**src/hdl/ncc_pkg.sv**
```systemverilog
package ncc_pkg;

  // Fixed field widths of the stream payload
  localparam int unsigned COLOR_W   = 8;
  localparam int unsigned CMD_W     = 2;
  localparam int unsigned STATUS_W  = 2;
  localparam int unsigned MINCNT_W  = 24;
  localparam int unsigned OIDX_W    = 6;
  localparam int unsigned OHITS_W   = 24;
  localparam int unsigned OUSE_W    = 7;
  localparam int unsigned DIST_W    = 18;
  localparam int unsigned IN_DATA_W  = 24;
  localparam int unsigned OUT_DATA_W = 40;

  // Commands carried in the input tuser
  localparam logic [CMD_W-1:0] CMD_CLEAR    = 2'd0;
  localparam logic [CMD_W-1:0] CMD_APPEND   = 2'd1;
  localparam logic [CMD_W-1:0] CMD_CLASSIFY = 2'd2;
  localparam logic [CMD_W-1:0] CMD_PRUNE    = 2'd3;

  // Result status codes
  localparam logic [STATUS_W-1:0] ST_OK    = 2'd0;
  localparam logic [STATUS_W-1:0] ST_EMPTY = 2'd1;
  localparam logic [STATUS_W-1:0] ST_FULL  = 2'd2;

  // Micro-operations driven into the datapath
  localparam int unsigned OP_W = 4;
  localparam logic [OP_W-1:0] OP_NOP      = 4'd0;
  localparam logic [OP_W-1:0] OP_START    = 4'd1;
  localparam logic [OP_W-1:0] OP_CLR      = 4'd2;
  localparam logic [OP_W-1:0] OP_APP      = 4'd3;
  localparam logic [OP_W-1:0] OP_CHK      = 4'd4;
  localparam logic [OP_W-1:0] OP_SCAN_CLS = 4'd5;
  localparam logic [OP_W-1:0] OP_SCAN_PRN = 4'd6;
  localparam logic [OP_W-1:0] OP_UPD      = 4'd7;
  localparam logic [OP_W-1:0] OP_SETN     = 4'd8;
  localparam logic [OP_W-1:0] OP_EMIT     = 4'd9;

  // Sequencer jump conditions
  localparam int unsigned COND_W = 3;
  localparam logic [COND_W-1:0] C_NEXT     = 3'd0;
  localparam logic [COND_W-1:0] C_GOTO     = 3'd1;
  localparam logic [COND_W-1:0] C_DISPATCH = 3'd2;
  localparam logic [COND_W-1:0] C_EMPTY    = 3'd3;
  localparam logic [COND_W-1:0] C_SCAN     = 3'd4;
  localparam logic [COND_W-1:0] C_OUT      = 3'd5;

  // Program addresses
  localparam int unsigned UPC_W = 4;
  localparam logic [UPC_W-1:0] S_IDLE     = 4'd0;
  localparam logic [UPC_W-1:0] S_CLR      = 4'd1;
  localparam logic [UPC_W-1:0] S_APP      = 4'd2;
  localparam logic [UPC_W-1:0] S_CLS      = 4'd3;
  localparam logic [UPC_W-1:0] S_CLS_SCAN = 4'd4;
  localparam logic [UPC_W-1:0] S_CLS_UPD  = 4'd5;
  localparam logic [UPC_W-1:0] S_PRN_SCAN = 4'd6;
  localparam logic [UPC_W-1:0] S_PRN_END  = 4'd7;
  localparam logic [UPC_W-1:0] S_EMIT     = 4'd8;

  typedef struct packed {
    logic [COND_W-1:0] cond;
    logic [UPC_W-1:0]  target;
    logic [OP_W-1:0]   op;
  } uword_t;

  // Control from sequencer to datapath
  typedef struct packed {
    logic [OP_W-1:0] op;
    logic            go;
  } ctrl_t;

  // Status from datapath to sequencer
  typedef struct packed {
    logic empty;
    logic busy;
    logic out_block;
  } flags_t;

  function automatic logic [2*COLOR_W-1:0] sq_diff(input logic [COLOR_W-1:0] a,
                                                   input logic [COLOR_W-1:0] b);
    logic [COLOR_W-1:0] d;
    d = (a > b) ? (a - b) : (b - a);
    return d * d;
  endfunction

endpackage

```
**src/hdl/nearest_color_centroid_classify.sv**
```systemverilog
// Channel   Ports                      Payload
// in        in_tvalid/in_tready        tuser: command; tdata: red, green, blue
// out       out_tvalid/out_tready      tuser: status; tdata: index, hits, entries in use
// cfg       cfg_valid/cfg_ready        cfg_data: min_count
//
// From acceptance to out_tvalid: clear and append run their own step, then emit; classify
// checks the table (an empty one goes straight to emit), scans, updates the hit count and
// emits; prune scans, sets the entry count and emits. The scan reads one entry per cycle,
// then drains its read and compare stages. After emit, the idle step takes the next input.
// Reset (rst_n low, synchronous) empties the table and sets min_count to 0.
// A result waits in the output register; a stalled output holds the next result at its
// final step.
module nearest_color_centroid_classify #(
  parameter int unsigned MAX_CENTROIDS = 64,
  parameter int unsigned COUNT_BITS    = 24
) (
  input  logic        clk,
  input  logic        rst_n,
  input  logic        in_tvalid,
  output logic        in_tready,
  input  logic [23:0] in_tdata,   // red [7:0], green [15:8], blue [23:16]
  input  logic [1:0]  in_tuser,   // command [1:0]
  output logic        out_tvalid,
  input  logic        out_tready,
  output logic [39:0] out_tdata,  // match_index [5:0], match_hits [29:6],
                                  // entries_in_use [36:30], zero [39:37]
  output logic [1:0]  out_tuser,  // status [1:0]
  input  logic        cfg_valid,
  output logic        cfg_ready,
  input  logic [23:0] cfg_data    // min_count [23:0]
);
  import ncc_pkg::*;

  ctrl_t  ctrl;
  flags_t flags;

  assign cfg_ready = 1'b1;

  ncc_useq u_useq (
    .clk       (clk),
    .rst_n     (rst_n),
    .in_tvalid (in_tvalid),
    .in_cmd    (in_tuser),
    .flags     (flags),
    .in_tready (in_tready),
    .ctrl      (ctrl)
  );

  ncc_dpath #(
    .MAX_CENTROIDS (MAX_CENTROIDS),
    .COUNT_BITS    (COUNT_BITS)
  ) u_dpath (
    .clk        (clk),
    .rst_n      (rst_n),
    .ctrl       (ctrl),
    .flags      (flags),
    .in_tdata   (in_tdata),
    .cfg_valid  (cfg_valid),
    .cfg_data   (cfg_data),
    .out_tvalid (out_tvalid),
    .out_tready (out_tready),
    .out_tdata  (out_tdata),
    .out_tuser  (out_tuser)
  );

endmodule

```
**src/hdl/ncc_ram.sv**
```systemverilog
module ncc_ram #(
  parameter int unsigned WIDTH = 32,
  parameter int unsigned DEPTH = 64,
  parameter int unsigned AW    = (DEPTH > 1) ? $clog2(DEPTH) : 1
) (
  input  logic             clk,
  input  logic             we,
  input  logic [AW-1:0]    waddr,
  input  logic [WIDTH-1:0] wdata,
  input  logic             re,
  input  logic [AW-1:0]    raddr,
  output logic [WIDTH-1:0] rdata
);

  logic [WIDTH-1:0] mem [DEPTH];
  logic [WIDTH-1:0] rdata_r;

  // Write port, registered read port
  always_ff @(posedge clk) begin
    if (we) begin
      mem[waddr] <= wdata;
    end
    if (re) begin
      rdata_r <= mem[raddr];
    end
  end

  assign rdata = rdata_r;

endmodule

```
**src/hdl/ncc_useq.sv**
```systemverilog
module ncc_useq (
  input  logic            clk,
  input  logic            rst_n,
  input  logic            in_tvalid,
  input  logic [1:0]      in_cmd,
  input  ncc_pkg::flags_t flags,
  output logic            in_tready,
  output ncc_pkg::ctrl_t  ctrl
);
  import ncc_pkg::*;

  logic [UPC_W-1:0] pc_r, pc_nxt;
  uword_t           uw;

  // Control store: one word per step
  function automatic uword_t ucode(input logic [UPC_W-1:0] addr);
    uword_t w;
    unique case (addr)
      S_IDLE:     w = '{cond: C_DISPATCH, target: S_IDLE, op: OP_START};
      S_CLR:      w = '{cond: C_GOTO,     target: S_EMIT, op: OP_CLR};
      S_APP:      w = '{cond: C_GOTO,     target: S_EMIT, op: OP_APP};
      S_CLS:      w = '{cond: C_EMPTY,    target: S_EMIT, op: OP_CHK};
      S_CLS_SCAN: w = '{cond: C_SCAN,     target: S_IDLE, op: OP_SCAN_CLS};
      S_CLS_UPD:  w = '{cond: C_GOTO,     target: S_EMIT, op: OP_UPD};
      S_PRN_SCAN: w = '{cond: C_SCAN,     target: S_IDLE, op: OP_SCAN_PRN};
      S_PRN_END:  w = '{cond: C_NEXT,     target: S_IDLE, op: OP_SETN};
      S_EMIT:     w = '{cond: C_OUT,      target: S_IDLE, op: OP_EMIT};
      default:    w = '{cond: C_GOTO,     target: S_IDLE, op: OP_NOP};
    endcase
    return w;
  endfunction

  // Map a command to its entry step
  function automatic logic [UPC_W-1:0] dispatch(input logic [1:0] cmd);
    logic [UPC_W-1:0] a;
    unique case (cmd)
      CMD_CLEAR:    a = S_CLR;
      CMD_APPEND:   a = S_APP;
      CMD_CLASSIFY: a = S_CLS;
      default:      a = S_PRN_SCAN;
    endcase
    return a;
  endfunction

  assign uw        = ucode(pc_r);
  assign in_tready = (uw.cond == C_DISPATCH);

  // Next step and execute strobe
  always_comb begin
    pc_nxt  = pc_r + 1'b1;
    ctrl.op = uw.op;
    ctrl.go = 1'b1;
    unique case (uw.cond)
      C_NEXT:     pc_nxt = pc_r + 1'b1;
      C_GOTO:     pc_nxt = uw.target;
      C_DISPATCH: begin
        ctrl.go = in_tvalid;
        pc_nxt  = in_tvalid ? dispatch(in_cmd) : pc_r;
      end
      C_EMPTY:    pc_nxt = flags.empty ? uw.target : pc_r + 1'b1;
      C_SCAN:     pc_nxt = flags.busy ? pc_r : pc_r + 1'b1;
      C_OUT: begin
        ctrl.go = !flags.out_block;
        pc_nxt  = flags.out_block ? pc_r : uw.target;
      end
      default:    pc_nxt = S_IDLE;
    endcase
  end

  always_ff @(posedge clk) begin
    if (!rst_n) begin
      pc_r <= S_IDLE;
    end else begin
      pc_r <= pc_nxt;
    end
  end

endmodule

```
**src/hdl/ncc_dpath.sv**
```systemverilog
module ncc_dpath #(
  parameter int unsigned MAX_CENTROIDS = 64,
  parameter int unsigned COUNT_BITS    = 24
) (
  input  logic                              clk,
  input  logic                              rst_n,
  input  ncc_pkg::ctrl_t                    ctrl,
  output ncc_pkg::flags_t                   flags,
  input  logic [ncc_pkg::IN_DATA_W-1:0]     in_tdata,
  input  logic                              cfg_valid,
  input  logic [ncc_pkg::MINCNT_W-1:0]      cfg_data,
  output logic                              out_tvalid,
  input  logic                              out_tready,
  output logic [ncc_pkg::OUT_DATA_W-1:0]    out_tdata,
  output logic [ncc_pkg::STATUS_W-1:0]      out_tuser
);
  import ncc_pkg::*;

  localparam int unsigned IDX_W = (MAX_CENTROIDS > 1) ? $clog2(MAX_CENTROIDS) : 1;
  localparam int unsigned N_W   = $clog2(MAX_CENTROIDS + 1);
  localparam int unsigned EW    = 3 * COLOR_W + COUNT_BITS;
  localparam logic [COUNT_BITS-1:0] CNT_MAX = {COUNT_BITS{1'b1}};
  localparam logic [N_W-1:0]        N_FULL  = N_W'(MAX_CENTROIDS);

  // Table fill and scan pointers
  logic [N_W-1:0]      n_r, n_nxt;
  logic [N_W-1:0]      i_r, i_nxt;
  logic [N_W-1:0]      w_r, w_nxt;
  // Latched pixel
  logic [COLOR_W-1:0]  pr_r, pg_r, pb_r;
  // Read stage
  logic                rdv_r, rdv_nxt;
  logic [IDX_W-1:0]    ridx_r;
  // Evaluate stage
  logic                dv_r, dv_nxt;
  logic [IDX_W-1:0]    e_idx_r;
  logic [EW-1:0]       e_word_r;
  logic [DIST_W-1:0]   e_dist_r;
  // Running best
  logic [IDX_W-1:0]    best_idx_r;
  logic [DIST_W-1:0]   best_dist_r;
  logic [EW-1:0]       best_word_r;
  // Result holding
  logic [IDX_W-1:0]    res_idx_r;
  logic [COUNT_BITS-1:0] res_hits_r;
  logic [STATUS_W-1:0] res_status_r;
  logic [MINCNT_W-1:0] min_count_r;
  // Output register
  logic                  out_tvalid_r, out_tvalid_nxt;
  logic [OUT_DATA_W-1:0] out_tdata_r;
  logic [STATUS_W-1:0]   out_tuser_r;

  // Memory port signals
  logic              ram_we, ram_re;
  logic [IDX_W-1:0]  ram_waddr, ram_raddr;
  logic [EW-1:0]     ram_wdata, ram_rdata;

  logic              op_go;
  logic              scan;
  logic [COLOR_W-1:0] cr, cg, cb;
  logic [DIST_W-1:0] ent_dist;
  logic              take_best;
  logic              keep;
  logic [COUNT_BITS-1:0] cnt_inc;
  logic [31:0]       idx_ext, hits_ext, use_ext;

  assign op_go = ctrl.go;
  assign scan  = (ctrl.op == OP_SCAN_CLS) || (ctrl.op == OP_SCAN_PRN);

  ncc_ram #(
    .WIDTH (EW),
    .DEPTH (MAX_CENTROIDS),
    .AW    (IDX_W)
  ) u_table (
    .clk   (clk),
    .we    (ram_we),
    .waddr (ram_waddr),
    .wdata (ram_wdata),
    .re    (ram_re),
    .raddr (ram_raddr),
    .rdata (ram_rdata)
  );

  // Distance of the entry just read
  assign cr   = ram_rdata[EW-1 -: COLOR_W];
  assign cg   = ram_rdata[EW-1-COLOR_W -: COLOR_W];
  assign cb   = ram_rdata[EW-1-2*COLOR_W -: COLOR_W];
  assign ent_dist = DIST_W'(sq_diff(pr_r, cr)) + DIST_W'(sq_diff(pg_r, cg))
                  + DIST_W'(sq_diff(pb_r, cb));

  // Evaluate-stage decisions
  assign take_best = (e_idx_r == '0) || (e_dist_r < best_dist_r);
  assign keep      = 32'(e_word_r[COUNT_BITS-1:0]) > 32'(min_count_r);
  assign cnt_inc   = (best_word_r[COUNT_BITS-1:0] == CNT_MAX) ? CNT_MAX
                   : best_word_r[COUNT_BITS-1:0] + 1'b1;

  assign flags.empty     = (n_r == '0);
  assign flags.busy      = (i_r < n_r) || rdv_r || dv_r;
  assign flags.out_block = out_tvalid_r && !out_tready;

  assign idx_ext  = 32'(res_idx_r);
  assign hits_ext = 32'(res_hits_r);
  assign use_ext  = 32'(n_r);

  // Memory access per micro-operation
  always_comb begin
    ram_we    = 1'b0;
    ram_waddr = n_r[IDX_W-1:0];
    ram_wdata = {pr_r, pg_r, pb_r, {COUNT_BITS{1'b0}}};
    ram_re    = 1'b0;
    ram_raddr = i_r[IDX_W-1:0];
    if (ctrl.op == OP_APP && n_r != N_FULL) begin
      ram_we = 1'b1;
    end
    if (ctrl.op == OP_UPD) begin
      ram_we    = 1'b1;
      ram_waddr = best_idx_r;
      ram_wdata = {best_word_r[EW-1:COUNT_BITS], cnt_inc};
    end
    if (ctrl.op == OP_SCAN_PRN && dv_r && keep) begin
      ram_we    = 1'b1;
      ram_waddr = w_r[IDX_W-1:0];
      ram_wdata = {e_word_r[EW-1:COUNT_BITS], {COUNT_BITS{1'b0}}};
    end
    if (scan && i_r < n_r) begin
      ram_re = 1'b1;
    end
  end

  // Control next state
  always_comb begin
    n_nxt          = n_r;
    i_nxt          = i_r;
    w_nxt          = w_r;
    rdv_nxt        = 1'b0;
    dv_nxt         = 1'b0;
    out_tvalid_nxt = out_tvalid_r && !out_tready;
    unique case (ctrl.op)
      OP_START: begin
        if (op_go) begin
          i_nxt = '0;
          w_nxt = '0;
        end
      end
      OP_CLR: n_nxt = '0;
      OP_APP: begin
        if (n_r != N_FULL) begin
          n_nxt = n_r + 1'b1;
        end
      end
      OP_SCAN_CLS, OP_SCAN_PRN: begin
        rdv_nxt = (i_r < n_r);
        dv_nxt  = rdv_r;
        if (i_r < n_r) begin
          i_nxt = i_r + 1'b1;
        end
        if (ctrl.op == OP_SCAN_PRN && dv_r && keep) begin
          w_nxt = w_r + 1'b1;
        end
      end
      OP_SETN: n_nxt = w_r;
      OP_EMIT: begin
        if (op_go) begin
          out_tvalid_nxt = 1'b1;
        end
      end
      default: ;
    endcase
  end

  always_ff @(posedge clk) begin
    if (!rst_n) begin
      n_r          <= '0;
      i_r          <= '0;
      w_r          <= '0;
      rdv_r        <= 1'b0;
      dv_r         <= 1'b0;
      out_tvalid_r <= 1'b0;
      min_count_r  <= '0;
    end else begin
      n_r          <= n_nxt;
      i_r          <= i_nxt;
      w_r          <= w_nxt;
      rdv_r        <= rdv_nxt;
      dv_r         <= dv_nxt;
      out_tvalid_r <= out_tvalid_nxt;
      if (cfg_valid) begin
        min_count_r <= cfg_data;
      end
    end
  end

  // Payload registers
  always_ff @(posedge clk) begin
    // Latch the pixel and clear the result on a new transaction
    if (ctrl.op == OP_START && op_go) begin
      pr_r         <= in_tdata[COLOR_W-1:0];
      pg_r         <= in_tdata[2*COLOR_W-1:COLOR_W];
      pb_r         <= in_tdata[3*COLOR_W-1:2*COLOR_W];
      res_idx_r    <= '0;
      res_hits_r   <= '0;
      res_status_r <= ST_OK;
    end
    if (ctrl.op == OP_APP && n_r == N_FULL) begin
      res_status_r <= ST_FULL;
    end
    if (ctrl.op == OP_CHK && n_r == '0) begin
      res_status_r <= ST_EMPTY;
    end
    // Read stage into evaluate stage
    if (scan) begin
      ridx_r <= i_r[IDX_W-1:0];
    end
    if (rdv_r) begin
      e_idx_r  <= ridx_r;
      e_word_r <= ram_rdata;
      e_dist_r <= ent_dist;
    end
    // Track the nearest entry, first index wins a tie
    if (ctrl.op == OP_SCAN_CLS && dv_r && take_best) begin
      best_idx_r  <= e_idx_r;
      best_dist_r <= e_dist_r;
      best_word_r <= e_word_r;
    end
    if (ctrl.op == OP_UPD) begin
      res_idx_r  <= best_idx_r;
      res_hits_r <= cnt_inc;
    end
    // Load the output register
    if (ctrl.op == OP_EMIT && op_go) begin
      out_tdata_r <= {3'b000, use_ext[OUSE_W-1:0], hits_ext[OHITS_W-1:0],
                      idx_ext[OIDX_W-1:0]};
      out_tuser_r <= res_status_r;
    end
  end

  assign out_tvalid = out_tvalid_r;
  assign out_tdata  = out_tdata_r;
  assign out_tuser  = out_tuser_r;

endmodule

```
**config.mk**
```make
export PLATFORM = sky130hd
export DESIGN_NAME = nearest_color_centroid_classify
export DESIGN_NICKNAME = d
export VERILOG_FILES = /design/src/hdl/ncc_pkg.sv /design/src/hdl/nearest_color_centroid_classify.sv /design/src/hdl/ncc_ram.sv /design/src/hdl/ncc_useq.sv /design/src/hdl/ncc_dpath.sv
export SDC_FILE = /design/constraint.sdc
export NUM_CORES = 2
export LEC_CHECK = 0
export BUFFER_PORTS_ARGS = -buffer_cell sky130_fd_sc_hd__buf_2
export CAP_MARGIN = 20
export CORE_ASPECT_RATIO = 2
export CORE_UTILIZATION = 50
export CTS_CLUSTER_DIAMETER = 40
export DETAILED_ROUTE_END_ITERATION = 7
export GPL_TIMING_DRIVEN = 0
export PLACE_DENSITY = 0.68
export REMOVE_ABC_BUFFERS = 1
export SLEW_MARGIN = 5
export SYNTH_ARGS = -nofsm -noshare
export SYNTH_HDL_FRONTEND = slang
export SYNTH_SLANG_ARGS = --single-unit
export TNS_END_PERCENT = 30
```
**constraint.sdc**
```tcl
create_clock -name clk -period 9.9 [get_ports clk]
set_input_delay 1.98 -clock clk [delete_from_list [all_inputs] [get_ports clk]]
set_output_delay 1.98 -clock clk [all_outputs]
set_load 0.02 [all_outputs]
```
==> metrics.md <==
| Metric | Value |
|---|---|
| DRC viols | `40` |
| Synth Area per Inst | `21.8 um2` |
| Clk sinks | `3425` |
| Layout cells sized above 1 | `0.315` |
| Post-synthesis register bit count | `3425` |
| Setup ws final | `-0.857 ns` |
| Reg clk slew, reported paths | `0.07 ns` |
| Setup Crit Path Kind | `flip-flop to flip-flop` |
| Routed Antenna Nets | `0` |
| Final HPWL DP | `about 250 mm` |
| Worst r2r src | `u_dpath.u_table.rdata[46]$_DFFE_PP_` |
| Max clock buf depth | `4` |
| Final Cycle Share | `1.09` |
| R2R cell count | `42` |
| IO buf count | `95` |
| Synth area leaders | `edfxtp_1, mux4_2, ha_1` |
| Critical Path Sink Type | `flip-flop` |
| Routed wire length | `402 mm` |
| Setup crit start | `u_dpath.u_table.rdata[46]$_DFFE_PP_` |
| Clk_lat worst skew | `0.93 ns` |
| Layout Nets | `roughly 7.3k` |
| Max Slew Vio Count | `0` |
| DRT iter0 DRCs | `9658` |
| Levels on crit path | `42` |
| GR Util All Layers | `0.285` |
| Fraction of registers with async set/reset | `0` |
| Core area | `between 0.2 and 0.3 mm2` |
| R2R Setup Slk | `-0.86 ns` |
| Library cells used by synthesis | `78` |
| Synth Flop Type | `edfxtp_1` |
| Via count | `71.5k` |
| Die height | `745 um` |
| Clock root cell | `clkbuf_16` |
| Clock buffer count from CTS | `313` |
| Synth Instances | `6342` |
| Grt ovf | `0` |
| Vias in the first global route | `73.8k` |
| TritonCTS clock tree | `built` |
| Final hold violations | `0` |
| CP most frequent cell | `fa_1` |
| Maximum clock rate | `0.0930 GHz` |
| Worst hold path class | `flip-flop to flip-flop` |
| Failing checks | `DRC, setup timing` |
| EDFF count, synth | `3363` |
| Layout area overhead | `17.7%` |
| Kind of cell with the highest combined delay on the critical path | `adder cells` |
| Slowest cell on the critical path | `fa_1` |
| RSZ-0062 raised after global routing | `true` |
| Top cells by count, synth | `edfxtp_1, mux4_2, inv_1, nor2_1, ha_1` |
| Top-count cell post-synth | `edfxtp_1` |
| Setup WS pre-CTS | `-2.11 ns` |
| Via/cell ratio | `6.67` |
| Final setup vio count | `11` |
| Largest net degree at the start of global routing | `between 60 and 70` |
| Max incr delay on CP | `0.58 ns` |
| # IOs | `100` |
| Worst path required time | `10.54 ns` |
| Sequential area share after synthesis | `0.740` |
| Cell accounting for the most synthesized area | `edfxtp_1` |
| GP Congestion | `0.852` |
| WL per Instance | `roughly 37 um` |
| Min Tclk post-route | `10.76 ns` |
| Worst Skew | `0.121 ns` |
| FP Rows | `~270` |
| Yosys warns | `0` |
| Arrival time at the worst endpoint | `11.39 ns` |
| Startpoint Class | `flip-flop` |
| Initial Utilization | `0.503` |
| First-pass iteration count of the detailed router | `8` |
| Initial antenna violation count | `14` |
| Chip Width | `374 um` |
| Die Footprint | `0.278 mm2` |
| First-pass GRT wire length | `552 mm` |
| H-Tree Depth | `5` |
| Area fraction of the dominant cell type after synthesis | `0.731` |
| Relative slew slack | `0.143` |
| Post-Synthesis Cell Area | `around 0.14 mm2` |
| Crit path capture | `u_dpath.e_dist_r[17]$_DFFE_PP_` |
| CP bufs+invs | `10` |
| Number of max-cap violations | `0` |
| Worst-path fanout max | `4` |
| Reg2reg end | `u_dpath.e_dist_r[17]$_DFFE_PP_` |
| Worst-Margin Slew | `1.28 ns` |
| Status | `complete, but fails checks` |
==> cells in the final DEF (no fill, tap or decap), types with 96 or more instances in the layout <==
cell type  synthesis  layout
buf_12             0     200
nor2_1           220     163
edfxtp_1        3363    3363
ha_1             197     183
clkbuf_16          0     323
mux4_2          1008    1008
nand2_1          105      98
buf_2             67      96
fa_1             122     120
inv_1            306     287
buf_16             0     142
==> how the worst min path moves through the flow <==
stage,slack [ns],end,startpoint,cells after the start
detailed placement,0.40,u_dpath.e_word_r[10]$_DFFE_PP_,u_dpath.u_table.rdata[10]$_DFFE_PP_,0
global route,0.42,u_dpath.out_tdata[16]$_DFFE_PP_,u_dpath.res_hits_r[10]$_SDFFCE_PP0P_,0
floorplan,0.40,u_dpath.e_idx_r[0]$_DFFE_PP_,u_dpath.ridx_r[0]$_DFFE_PN_,0
finish,0.42,u_dpath.e_idx_r[3]$_DFFE_PP_,u_dpath.ridx_r[3]$_DFFE_PN_,0
global placement,0.40,u_dpath.e_idx_r[1]$_DFFE_PP_,u_dpath.ridx_r[1]$_DFFE_PN_,0
CTS,0.42,u_dpath.out_tdata[29]$_DFFE_PP_,u_dpath.res_hits_r[23]$_SDFFCE_PP0P_,0
==> kinds of logic (layout without fill, tap and decap cells) <==
family | count (synthesis) | in the layout | share of synthesized area
adder cells (fa/ha/maj) | 319 | 319 | 0.0355
flip-flops | 3425 | 3425 | 0.740
AND/OR/NAND/NOR | 537 | 537 | 0.0181
AO/OA/AOI/OAI | 314 | 315 | 0.0145
other | 2 | 14 | 0.0000544
XOR/XNOR | 83 | 83 | 0.00548
multiplexers | 1069 | 1069 | 0.169
buffers and inverters | 593 | 1399 | 0.0173
==> final cells by class <==
class | instances | area, um2
Timing Repair Buffer | 534 | 9230
Antenna cell | 10 | 25.0
Sequential cell | 3425 | 102000
Multi-Input combinational cell | 2327 | 35300
Clock buffer | 377 | 8300
Tap cell | 3562 | 4460
Inverter | 309 | 1160
Clock inverter | 179 | 1810
Fill cell | 18400 | 112000
==> metal layers <==
| metal | track usage | vias up | part of all wire |
|---|---|---|---|
| met5 | 0.000173 | - | 0.000065 |
| met4 | 0.180 | 4 | 0.078 |
| met3 | 0.0715 | 1475 | 0.11 |
| met2 | 0.470 | 5231 | 0.49 |
| met1 | 0.334 | 37500 | 0.32 |
| li1 | - | 27300 | - |
==> worst register-to-register path, delay by kind of cell (launching register included) <==
kind,cells,cell delay [ns]
adder cells (fa/ha/maj),13,6.00
flip-flops,1,0.52
XOR/XNOR,2,0.23
AO/OA/AOI/OAI,11,1.77
buffers and inverters,10,0.76
multiplexers,1,0.27
AND/OR/NAND/NOR,5,0.98
==> state kept, by name, summed over array words and instances, names as in the netlist, 4 cells and up <==
name	cells
u_dpath.best_dist_r	18
u_dpath.best_idx_r	6
u_dpath.best_word_r	48
u_dpath.e_dist_r	18
u_dpath.e_idx_r	6
u_dpath.e_word_r	48
u_dpath.i_r	7
u_dpath.min_count_r	24
u_dpath.n_r	7
u_dpath.out_tdata	37
u_dpath.pb_r	8
u_dpath.pg_r	8
u_dpath.pr_r	8
u_dpath.res_hits_r	24
u_dpath.res_idx_r	6
u_dpath.ridx_r	6
u_dpath.u_table.mem	3072
u_dpath.u_table.rdata	48
u_dpath.w_r	7
u_useq.pc_r	4
u_useq.uw	8
==> through the flow <==
stage | std cells | utilization | hold slack (ns) | setup TNS, ns | instance area, um2
global route | 10700 | 0.592 | 0.422 | -8.85 | 163000
global placement | 9717 | 0.516 | 0.400 | - | 142000
floorplan | 6060 | - | 0.400 | -2691.68 | 137000
detailed placement | 10100 | 0.550 | 0.405 | -18.11 | 151000
CTS | 10700 | 0.590 | 0.419 | -4.05 | 162000
finish | 10700 | 0.592 | 0.424 | -5.28 | 163000
==> timing repair <==
| item | CTS | global route |
|---|---|---|
| setup endpoints to repair | 12 | 12 |
| gates resized for setup | 91 | 38 |
| pin swaps | 41 | 51 |
| gates cloned | 1 | 0 |
| setup buffers | 47 | 18 |
| hold buffers | 0 | 0 |
Power is not shown: default switching activity piles up to over one toggle a cycle in this logic, so the estimate is an artifact.
